**src/rtl/dps_pkg.sv**
```systemverilog
// shared types and status codes for the dynamic priority scheduler
package dps_pkg;

	typedef struct packed {
		logic [7:0]         id;
		logic [15:0]        run_time;
		logic signed [15:0] prio;
	} entry_t;

	typedef enum logic [2:0] {
		ST_ADDED    = 3'd0,
		ST_REQUEUED = 3'd1,
		ST_FINISHED = 3'd2,
		ST_FULL     = 3'd3,
		ST_EMPTY    = 3'd4
	} status_t;

	localparam logic [0:0] MODE_ADD  = 1'b0;
	localparam logic [0:0] MODE_TICK = 1'b1;

	localparam logic signed [15:0] PRIO_MIN = 16'sh8000;

endpackage

```
**src/rtl/dps_mem.sv**
```systemverilog
// queue storage: one write port, one registered read port
module dps_mem
	import dps_pkg::*;
#(
	parameter int DEPTH = 8,
	parameter int AW    = 3
) (
	input  logic          clk,
	input  logic          wr_en,
	input  logic [AW-1:0] wr_addr,
	input  entry_t        wr_data,
	input  logic [AW-1:0] rd_addr,
	output entry_t        rd_data
);

	entry_t mem [DEPTH];
	entry_t rd_data_q;

	always_ff @(posedge clk) begin
		if (wr_en) begin
			mem[wr_addr] <= wr_data;
		end
	end

	always_ff @(posedge clk) begin
		rd_data_q <= mem[rd_addr];
	end

	assign rd_data = rd_data_q;

endmodule

```
**src/rtl/dynamic_priority_scheduler_unit.sv**
```systemverilog
// dynamic priority scheduler: sequencer, shared compare step and result register
//
// Ready queue of up to MAX_PROCS processes, highest priority at the head, kept
// in a circular buffer in one memory with a registered read port. An add walks
// the queue from the tail, one entry per cycle through a single priority
// comparator, moving each entry of lower or equal priority one place back until
// the new entry's slot is found. A tick reads the head, advances the head
// pointer, decrements priority (saturating) and remaining time, and reinserts
// the process by the same walk when time is left. The memory's single read and
// write port sets one entry moved per cycle. Result items wait in an output
// register and the next item is taken while one is pending.
module dynamic_priority_scheduler_unit
	import dps_pkg::*;
#(
	parameter int MAX_PROCS = 8
) (
	input  logic               clk,
	input  logic               arst_n,
	input  logic               in_valid,
	output logic               in_stall,
	input  logic               mode,
	input  logic [7:0]         proc_id,
	input  logic [15:0]        run_time,
	input  logic signed [15:0] priority_in,
	output logic               out_valid,
	input  logic               out_stall,
	output logic [2:0]         status,
	output logic [7:0]         chosen_id,
	output logic [15:0]        time_left,
	output logic signed [15:0] priority_out
);

	localparam int CW = $clog2(MAX_PROCS + 1);
	localparam int IW = $clog2(MAX_PROCS);

	typedef enum logic [3:0] {
		S_IDLE = 4'b0001,
		S_HEAD = 4'b0010,
		S_INS  = 4'b0100,
		S_DONE = 4'b1000
	} state_t;

	state_t          state_q;
	logic [IW-1:0]   head_q;
	logic [CW-1:0]   count_q;
	logic [CW-1:0]   pos_q;
	entry_t          entry_q;
	status_t         res_status_q;

	logic            out_valid_q;
	logic [2:0]      status_q;
	entry_t          out_entry_q;

	logic            wr_en;
	logic [IW-1:0]   wr_addr;
	entry_t          wr_data;
	logic [IW-1:0]   rd_addr;
	entry_t          rd_data;

	logic            in_acc;
	logic            out_free;
	logic            is_full;
	logic            shift_back;
	entry_t          head_dec;
	logic            head_done;
	logic [CW-1:0]   count_m1;
	logic [CW-1:0]   pos_m2;

	// logical queue position to physical slot
	function automatic logic [IW-1:0] phys(input logic [IW-1:0] hd, input logic [IW-1:0] lg);
		logic [IW:0] s;
		s = {1'b0, hd} + {1'b0, lg};
		if (s >= (IW+1)'(MAX_PROCS)) begin
			s = s - (IW+1)'(MAX_PROCS);
		end
		return s[IW-1:0];
	endfunction

	dps_mem #(
		.DEPTH (MAX_PROCS),
		.AW    (IW)
	) u_mem (
		.clk     (clk),
		.wr_en   (wr_en),
		.wr_addr (wr_addr),
		.wr_data (wr_data),
		.rd_addr (rd_addr),
		.rd_data (rd_data)
	);

	assign in_stall   = (state_q != S_IDLE);
	assign in_acc     = in_valid && !in_stall;
	assign out_free   = !out_valid_q || !out_stall;
	assign is_full    = (count_q == CW'(MAX_PROCS));
	assign count_m1   = count_q - CW'(1);
	assign pos_m2     = pos_q - CW'(2);

	// the shared compare: entries at or below the new priority move back
	assign shift_back = ($signed(rd_data.prio) <= $signed(entry_q.prio));

	// head decrement with saturation
	always_comb begin
		head_dec.id = rd_data.id;
		head_dec.prio = (rd_data.prio == PRIO_MIN) ? PRIO_MIN : rd_data.prio - 16'sd1;
		head_done = (rd_data.run_time <= 16'd1);
		head_dec.run_time = head_done ? 16'd0 : rd_data.run_time - 16'd1;
	end

	always_comb begin
		wr_en   = 1'b0;
		wr_addr = phys(head_q, pos_q[IW-1:0]);
		wr_data = entry_q;
		rd_addr = phys(head_q, pos_m2[IW-1:0]);
		case (state_q)
			S_IDLE: begin
				if (mode == MODE_ADD) begin
					rd_addr = phys(head_q, count_m1[IW-1:0]);
				end else begin
					rd_addr = head_q;
				end
			end
			S_HEAD: begin
				// tail of the queue after the head leaves
				rd_addr = phys(head_q, count_m1[IW-1:0]);
			end
			S_INS: begin
				wr_en = 1'b1;
				if (pos_q != '0 && shift_back) begin
					wr_data = rd_data;
				end
			end
			default: begin
			end
		endcase
	end

	always_ff @(posedge clk or negedge arst_n) begin
		if (!arst_n) begin
			state_q <= S_IDLE;
			head_q  <= '0;
			count_q <= '0;
		end else begin
			case (state_q)
				S_IDLE: begin
					if (in_acc) begin
						if (mode == MODE_ADD) begin
							state_q <= is_full ? S_DONE : S_INS;
						end else begin
							state_q <= (count_q == '0) ? S_DONE : S_HEAD;
						end
					end
				end
				S_HEAD: begin
					head_q  <= phys(head_q, IW'(1));
					count_q <= count_m1;
					state_q <= head_done ? S_DONE : S_INS;
				end
				S_INS: begin
					if (pos_q == '0 || !shift_back) begin
						count_q <= count_q + CW'(1);
						state_q <= S_DONE;
					end
				end
				S_DONE: begin
					if (out_free) begin
						state_q <= S_IDLE;
					end
				end
				default: begin
					state_q <= S_IDLE;
				end
			endcase
		end
	end

	always_ff @(posedge clk) begin
		case (state_q)
			S_IDLE: begin
				if (in_acc) begin
					pos_q <= count_q;
					if (mode == MODE_ADD) begin
						entry_q.id       <= proc_id;
						entry_q.run_time <= run_time;
						entry_q.prio     <= priority_in;
						res_status_q     <= is_full ? ST_FULL : ST_ADDED;
					end else begin
						entry_q      <= '0;
						res_status_q <= ST_EMPTY;
					end
				end
			end
			S_HEAD: begin
				entry_q      <= head_dec;
				pos_q        <= count_m1;
				res_status_q <= head_done ? ST_FINISHED : ST_REQUEUED;
			end
			S_INS: begin
				if (pos_q != '0 && shift_back) begin
					pos_q <= pos_q - CW'(1);
				end
			end
			default: begin
			end
		endcase
	end

	always_ff @(posedge clk or negedge arst_n) begin
		if (!arst_n) begin
			out_valid_q <= 1'b0;
		end else if (state_q == S_DONE && out_free) begin
			out_valid_q <= 1'b1;
		end else if (!out_stall) begin
			out_valid_q <= 1'b0;
		end
	end

	always_ff @(posedge clk) begin
		if (state_q == S_DONE && out_free) begin
			status_q    <= res_status_q;
			out_entry_q <= entry_q;
		end
	end

	assign out_valid    = out_valid_q;
	assign status       = status_q;
	assign chosen_id    = out_entry_q.id;
	assign time_left    = out_entry_q.run_time;
	assign priority_out = out_entry_q.prio;

`ifndef SYNTHESIS
	a_count_range: assert property (@(posedge clk) disable iff (!arst_n)
		count_q <= CW'(MAX_PROCS))
		else $error("queue count beyond capacity");

	a_ins_room: assert property (@(posedge clk) disable iff (!arst_n)
		(state_q == S_INS) |-> (count_q < CW'(MAX_PROCS)))
		else $error("insert walk started on a full queue");

	a_full_report: assert property (@(posedge clk) disable iff (!arst_n)
		(in_acc && mode == MODE_ADD && is_full) |=>
			(state_q == S_DONE && res_status_q == ST_FULL && $stable(count_q)))
		else $error("add to full queue not reported");

	a_out_from_done: assert property (@(posedge clk) disable iff (!arst_n)
		$rose(out_valid_q) |-> $past(state_q == S_DONE))
		else $error("result item raised outside completion");

	a_tick_count: assert property (@(posedge clk) disable iff (!arst_n)
		(state_q == S_HEAD) |=> (count_q == $past(count_m1)))
		else $error("tick did not remove the head entry");
`endif

endmodule

```
**config.mk**
```make
export PLATFORM = sky130hd
export DESIGN_NAME = dynamic_priority_scheduler_unit
export DESIGN_NICKNAME = d
export VERILOG_FILES = /design/src/rtl/dps_pkg.sv /design/src/rtl/dps_mem.sv /design/src/rtl/dynamic_priority_scheduler_unit.sv
export SDC_FILE = /design/constraint.sdc
export NUM_CORES = 1
export LEC_CHECK = 0
export ABC_AREA = 0
export BUFFER_PORTS_ARGS = -buffer_cell sky130_fd_sc_hd__buf_2
export CAP_MARGIN = 20
export CORE_MARGIN = 3
export CORE_UTILIZATION = 55
export CTS_BUF_LIST = sky130_fd_sc_hd__clkbuf_16
export DETAILED_ROUTE_END_ITERATION = 10
export PLACE_DENSITY = 0.78
export SLEW_MARGIN = 20
export SYNTH_ARGS = -nofsm -noshare
export SYNTH_HDL_FRONTEND = slang
export SYNTH_SLANG_ARGS = --single-unit
export TNS_END_PERCENT = 50
```
**constraint.sdc**
```tcl
create_clock -name clk -period 5.7 [get_ports clk]
set_input_delay 1.14 -clock clk [delete_from_list [all_inputs] [get_ports clk]]
set_output_delay 1.14 -clock clk [all_outputs]
set_load 0.03 [all_outputs]
```
* After elaboration in Yosys (flattened, before gate mapping)
Memories as Yosys holds them, arrays and structs flattened. A register that Yosys moved wholly into a read port is not among the register bits. Index checks and enable logic that the tools add are counted.
Word-level totals: flip-flop bits (word level) 102, RAM bits 320, bits of input ports 45, output and inout port bits 45, logic and storage cells 101, memories 1
Operators by class: add/subtract/negate cells 14, magnitude comparators 6, eq/ne operators 12, multiplexer cells 36, reductions and logical operators 19
Memories:
- u_mem.mem | words 8, width 40, rd ports 1, clocked after memory_dff 1, write ports 1, RTL line dps_mem.sv:16 | entry_t mem [DEPTH];
Operators by type and width (number):
- $mux W40 | 4
- $pmux W40 S2 | 1
- $mux W4 | 10
- $mux W16 | 2
- $mux W3 | 7
- $eq A16 B16 Y1 const B | 1
- $ge A4 B4 Y1 const B | 4
- $le A16 B1 Y1 const B | 1
- $le A16 B16 Y1 | 1
- $pmux W4 S4 | 1
- $sub A16 B1 Y16 const B | 1
- $sub A16 B2 Y16 const B | 1
- $add A3 B3 Y4 | 3
- $pmux W3 S2 | 2
- $pmux W4 S3 | 1
- $sub A3 B1 Y3 const B | 4
- $eq A4 B4 Y1 const B | 2
- $logic_not A4 Y1 | 2
- $ne A2 B2 Y1 const B | 4
- $pmux W4 S2 | 1
- $sub A4 B1 Y4 const B | 2
- $reduce_and A3 Y1 | 2
- $mux W1 | 5
- $add A3 B1 Y4 const B | 1
- 15 further kinds | 24

* Logic depth before layout (Yosys ltp)
depth after elaboration 6, depth in mapped cells 13

* Hierarchy
A second synthesis with hierarchy kept.
Second synthesis, totals: cells, all modules 1040, area total of the unflattened synthesis 19117.1 sq um
By module, submodules not included:
- dps_mem | times used 1, cells each 515, area each 13171.4 sq um
- dynamic_priority_scheduler_unit | times used 1, cells each 525, area each 5945.7 sq um

* Worst setup path after synthesis
No wires, ideal clock.
kind reg-to-reg, start point register head_q[0], end point memory u_mem.mem[2][0] in the netlist's numbering, enable pin, setup time 0.537 ns, arrival time 5.202 ns, required time 5.163 ns, path slack -0.039 ns, cell stages (with the launch flop) 7, buffers on the path 0, clock period less this slack 5.739 ns, cells stage by stage dfrtp_1 ha_1 inv_1 fa_1 xnor2_1 xor2_1 nor4_1
On the way: longest elaborated chain between the ends 3
RTL lines:
- start, declared | RTL line dynamic_priority_scheduler_unit.sv:44 | logic [IW-1:0] head_q;
- start signal, assigned | RTL line dynamic_priority_scheduler_unit.sv:154 | head_q <= phys(head_q, IW'(1));
- $add A3 B3 Y4 * | RTL line dynamic_priority_scheduler_unit.sv:72 | s = {1'b0, hd} + {1'b0, lg};
- $ge A4 B4 Y1 or $sub A3 B1 Y3 (tied branches) | RTL line dynamic_priority_scheduler_unit.sv:73, dynamic_priority_scheduler_unit.sv:74
- $mux W3 * | RTL line dynamic_priority_scheduler_unit.sv:73 | if (s >= (IW+1)'(MAX_PROCS)) begin
- end, declared | RTL line dps_mem.sv:16
Mark *: on every way between the ends. The rest lies on a longest branch, timed or not.

==> results.txt <==
- Counting tap cells, the placed design contains a total of approximately 1800 instances.
- Max Freq: ~240 MHz
- Sum of buffers and inverters on the critical path: 2
- The routed layout has 10900 vias.
- Path type of the worst min-delay path: register to register
- Of all nets on the critical path, the largest fanout is 28.
- Overall fraction of global-route tracks in use: between 20% and 30%
* H-Tree Depth: 2
* Post-route cell area: between 20000 and 25000 um^2
- Top-area cell type share of the netlist area: between 60% and 70%
- For this run, the share of the core covered by cells in the final layout is a little over three fifths.
- Final worst path period need: between 4000 and 5000 ps
- At the end of routability-driven placement, the weighted congestion stood at 0.789.
* Worst Setup Path Type: register to register
- The flow ran to the end, and the final reports show no timing, DRC or antenna violations.
* Cell with the largest stage delay on the worst path: sky130_fd_sc_hd__nand2_2
* Part of the Yosys area used for sequential elements: between 60% and 70%
- Placement Setup Slack: roughly 1600 ps
- Post-route worst setup slack: approximately 1600 ps
- Asr flop ratio synth: 2.60%
- Clock tree from TritonCTS: built
* Slew margin rel.: between 20% and 30%
- Reg2Reg Capture Point: u_mem.mem[2][16]
* Number of distinct library cell variants in the gate-level netlist after synthesis: 60
- The average instance in the mapped netlist occupies between 15 and 20 um^2.
* Resized cells post-CTS: 0
* Final Hold Viols: 0
* Kind of cell adding the most delay to the critical path: multiplexers
* Library cell with the highest instance count after synthesis: sky130_fd_sc_hd__edfxtp_1
- Initial DRC Count: ~1000
- The clock drives 462 sinks.
- Antenna violations before repair: 0
- After clock tree synthesis, the clock-pin slew on the worst setup and hold paths is roughly 60 ps.
- Largest net degree at the start of global routing: ~80
- Cells along the critical path: inv_1 > ha_1 > a21o_1 > a21oi_1 > nor2b_1 > a2111oi_1 > mux2i_2 > nand2_2 > buf_4 > mux2_4
- Main area contributors after synthesis: sky130_fd_sc_hd__edfxtp_1 (63%), sky130_fd_sc_hd__mux2i_1 (6.2%), sky130_fd_sc_hd__mux2_4 (5.5%)
- Area added between synthesis and finish: 12.7%
- After detailed routing, the average wire length per cell comes to about 22 um.
- After floorplanning, the core was divided into a little under 70 placement rows.
- At the pin with the least slew margin, the transition time is 1110 ps.
- At the worst endpoint, the required time is roughly 6000 ps.
- Fill cells: 2426
- Share of cells above drive strength 1: a little under a quarter
- Capture point of the critical path: u_mem.mem[2][16]
* Pins over their slew limit: 0
- Summed over all instances, the cell type with the most area after synthesis is sky130_fd_sc_hd__edfxtp_1.
* EDFF count, synth: 410
- Wires add up to between 40000 and 50000 um.
- The worst register-to-register path begins at entry_q[13].
- Vias in the first global route: around 11000
* Insertion delay to the later sink of the worst-skew pair: roughly 560 ps
* Number of cells produced by synthesis: roughly 1300
- By count the netlist is led by sky130_fd_sc_hd__edfxtp_1 (410), sky130_fd_sc_hd__nand2_1 (160), sky130_fd_sc_hd__mux2i_1 (122), sky130_fd_sc_hd__mux2_4 (72), sky130_fd_sc_hd__o21ai_0 (43).
- Data on the critical path arrives at its endpoint at around 4400 ps.
- Number of standard cells in the layout, taps in and fillers out: approximately 1900
- Launch point of the worst path: entry_q[13]
* Clk root buf: sky130_fd_sc_hd__clkbuf_16
- Register area: roughly 13000 um^2
- Number of logic stages on the critical path including buffering: 10
- In the final layout, the multi-input gates occupy around 5800 um^2.
- Reg2reg setup slack: around 1600 ps
- Dividing the detail-routed via count by the number of cells gives around 5.9.
- The total area inside the core boundary comes to around 35000 um^2.
* First-pass iteration count of the detailed router: 5
* Number of placed I/O pins: 90
- Count of buffers inserted at the top-level ports: 89
- The mapped netlist covers slightly below 20000 um^2.
- Inserted Diodes: 0
- After detailed placement, the total cell area comes to between 20000 and 25000 um^2.
- Setup bufs post-CTS: 0
- The floorplan step set the die height to approximately 190 um.
- The number of nets in the synthesized netlist is 1338.
- Worst setup EP type: register
* Post-route fraction of the period consumed by the critical path: between 70% and 80%
- Setup repair after global routing missed its margin: no
* Die width: approximately 190 um
- Worst reg-to-reg path cell count: 10
* DRC: 0
- CTS Hold Buffers Added: 0
- The wire-length estimate of the detail-placed layout is around 24000 um.
- Number of nets with antenna violations after detailed routing: 0
* Longest Clk Path Bufs: 3
* Net count reported at finish: 1442
- The most used flip-flop cell after synthesis is sky130_fd_sc_hd__edfxtp_1.
* Overflow after GRT: 0
- Post-synthesis sequential element count: between 400 and 500
- Initial Util: a little under three fifths
* Delay of the slowest cell on the worst path: ~750 ps
- The first global-routing pass estimated 64200 um of wire.
- Setup violations remaining at the end of the flow were counted as 0.
* Kind of launch point of the worst setup path: register
- Max-cap violations in this run came to 0.
- For this run, the number of Yosys warnings is 0.
* Largest clock skew in the final design: 21.4 ps
* Area of the die: approximately 38000 um^2
- Total CTS buffers: 47
-- flip-flops by register name, summed over array words and instances, names as in the netlist --
register and count:
priority_out 16, u_mem.mem 320, state_q 4, pos_q 4, entry_q 40, count_q 4
chosen_id 8, status 3, time_left 16, head_q 3, out_valid 1, u_mem.rd_data 40
res_status_q 3
-- per-stage QoR --
step / hold WS (ps) / TNS (ps)
2_1_floorplan: 400 / -1320
3_3_place_gp: 404 / 0
3_5_place_dp: 416 / 0
4_1_cts: 419 / 0
5_1_grt: 444 / 0
6_report: 421 / 0
-- how the worst min path moves through the flow --
stage | start | endpoint | slack (ps) | cells past startpoint
CTS | res_status_q[2] | status[2] | 420 | 0
finish | res_status_q[2] | status[2] | 420 | 0
global placement | res_status_q[2] | status[2] | 400 | 0
global route | res_status_q[2] | status[2] | 440 | 0
floorplan | res_status_q[0] | status[0] | 400 | 0
detailed placement | res_status_q[1] | status[1] | 420 | 0
-- area by class of cell --
cell class              instances  share of cell area, %
flip-flops and latches        462                   60.9
multi-input cells             708                   26.2
clock buffers                  47                   5.34
repair buffers                116                   3.19
well taps                     455                   2.58
clock inverters                39                   1.26
inverters                      31                  0.528
-- worst register-to-register path: cells and delay by family (launching register included) --
family / cells / cell delay, ps
mux: 2 / 970
simple gates: 2 / 830
compound gates: 3 / 780
buf+inv: 2 / 620
flops: 1 / 380
fa+ha+maj: 1 / 310
-- layer usage --
metal / share of wire [%] / vias to the layer above / global-route usage, % / wire length (um)
li1: - / 4966 / - / -
met1: 42 / 5485 / 29.8 / 17200
met2: 49 / 378 / 36.2 / 20400
met3: 7.1 / 66 / 3.74 / 2940
met4: 2.1 / 0 / 6.52 / 850
met5: 0 / - / 0 / 0
-- placed cells by master, fill, tap and decap left out, drive strengths merged, types with 3 or more instances in the layout --
cell type and instances:
nand2b 4, xor2 12, o22ai 41, nand2 161
clkbuf 47, a21o 7, a21oi 15, dfxtp 40
clkinv 22, dfrtp 11, nor3 15, o31ai 5
nor2b 9, nor4 9, edfxtp 410, nor4b 3
nand3 6, mux2i 123, clkinvlp 3, o21ai 44
a31oi 41, buf 116, nand3b 13, nor2 32
inv 42, fa 3, xnor2 28, mux2 79
bufinv 3, ha 28
-- logic make-up after synthesis --
| kind of cell | count (synthesis) | synth area share (%) |
|---|---|---|
| adders and majority gates | 31 | 2.10 |
| DFF | 462 | 68.6 |
| and+or+nand+nor | 264 | 6.10 |
| muxes | 202 | 12.3 |
| buffers and inverters | 92 | 2.52 |
| xor gates and xnor gates | 40 | 1.79 |
| AOI/OAI and AO/OA | 171 | 6.58 |
Power is not shown: default switching activity piles up to over one toggle a cycle in this logic, so the estimate is an artifact.
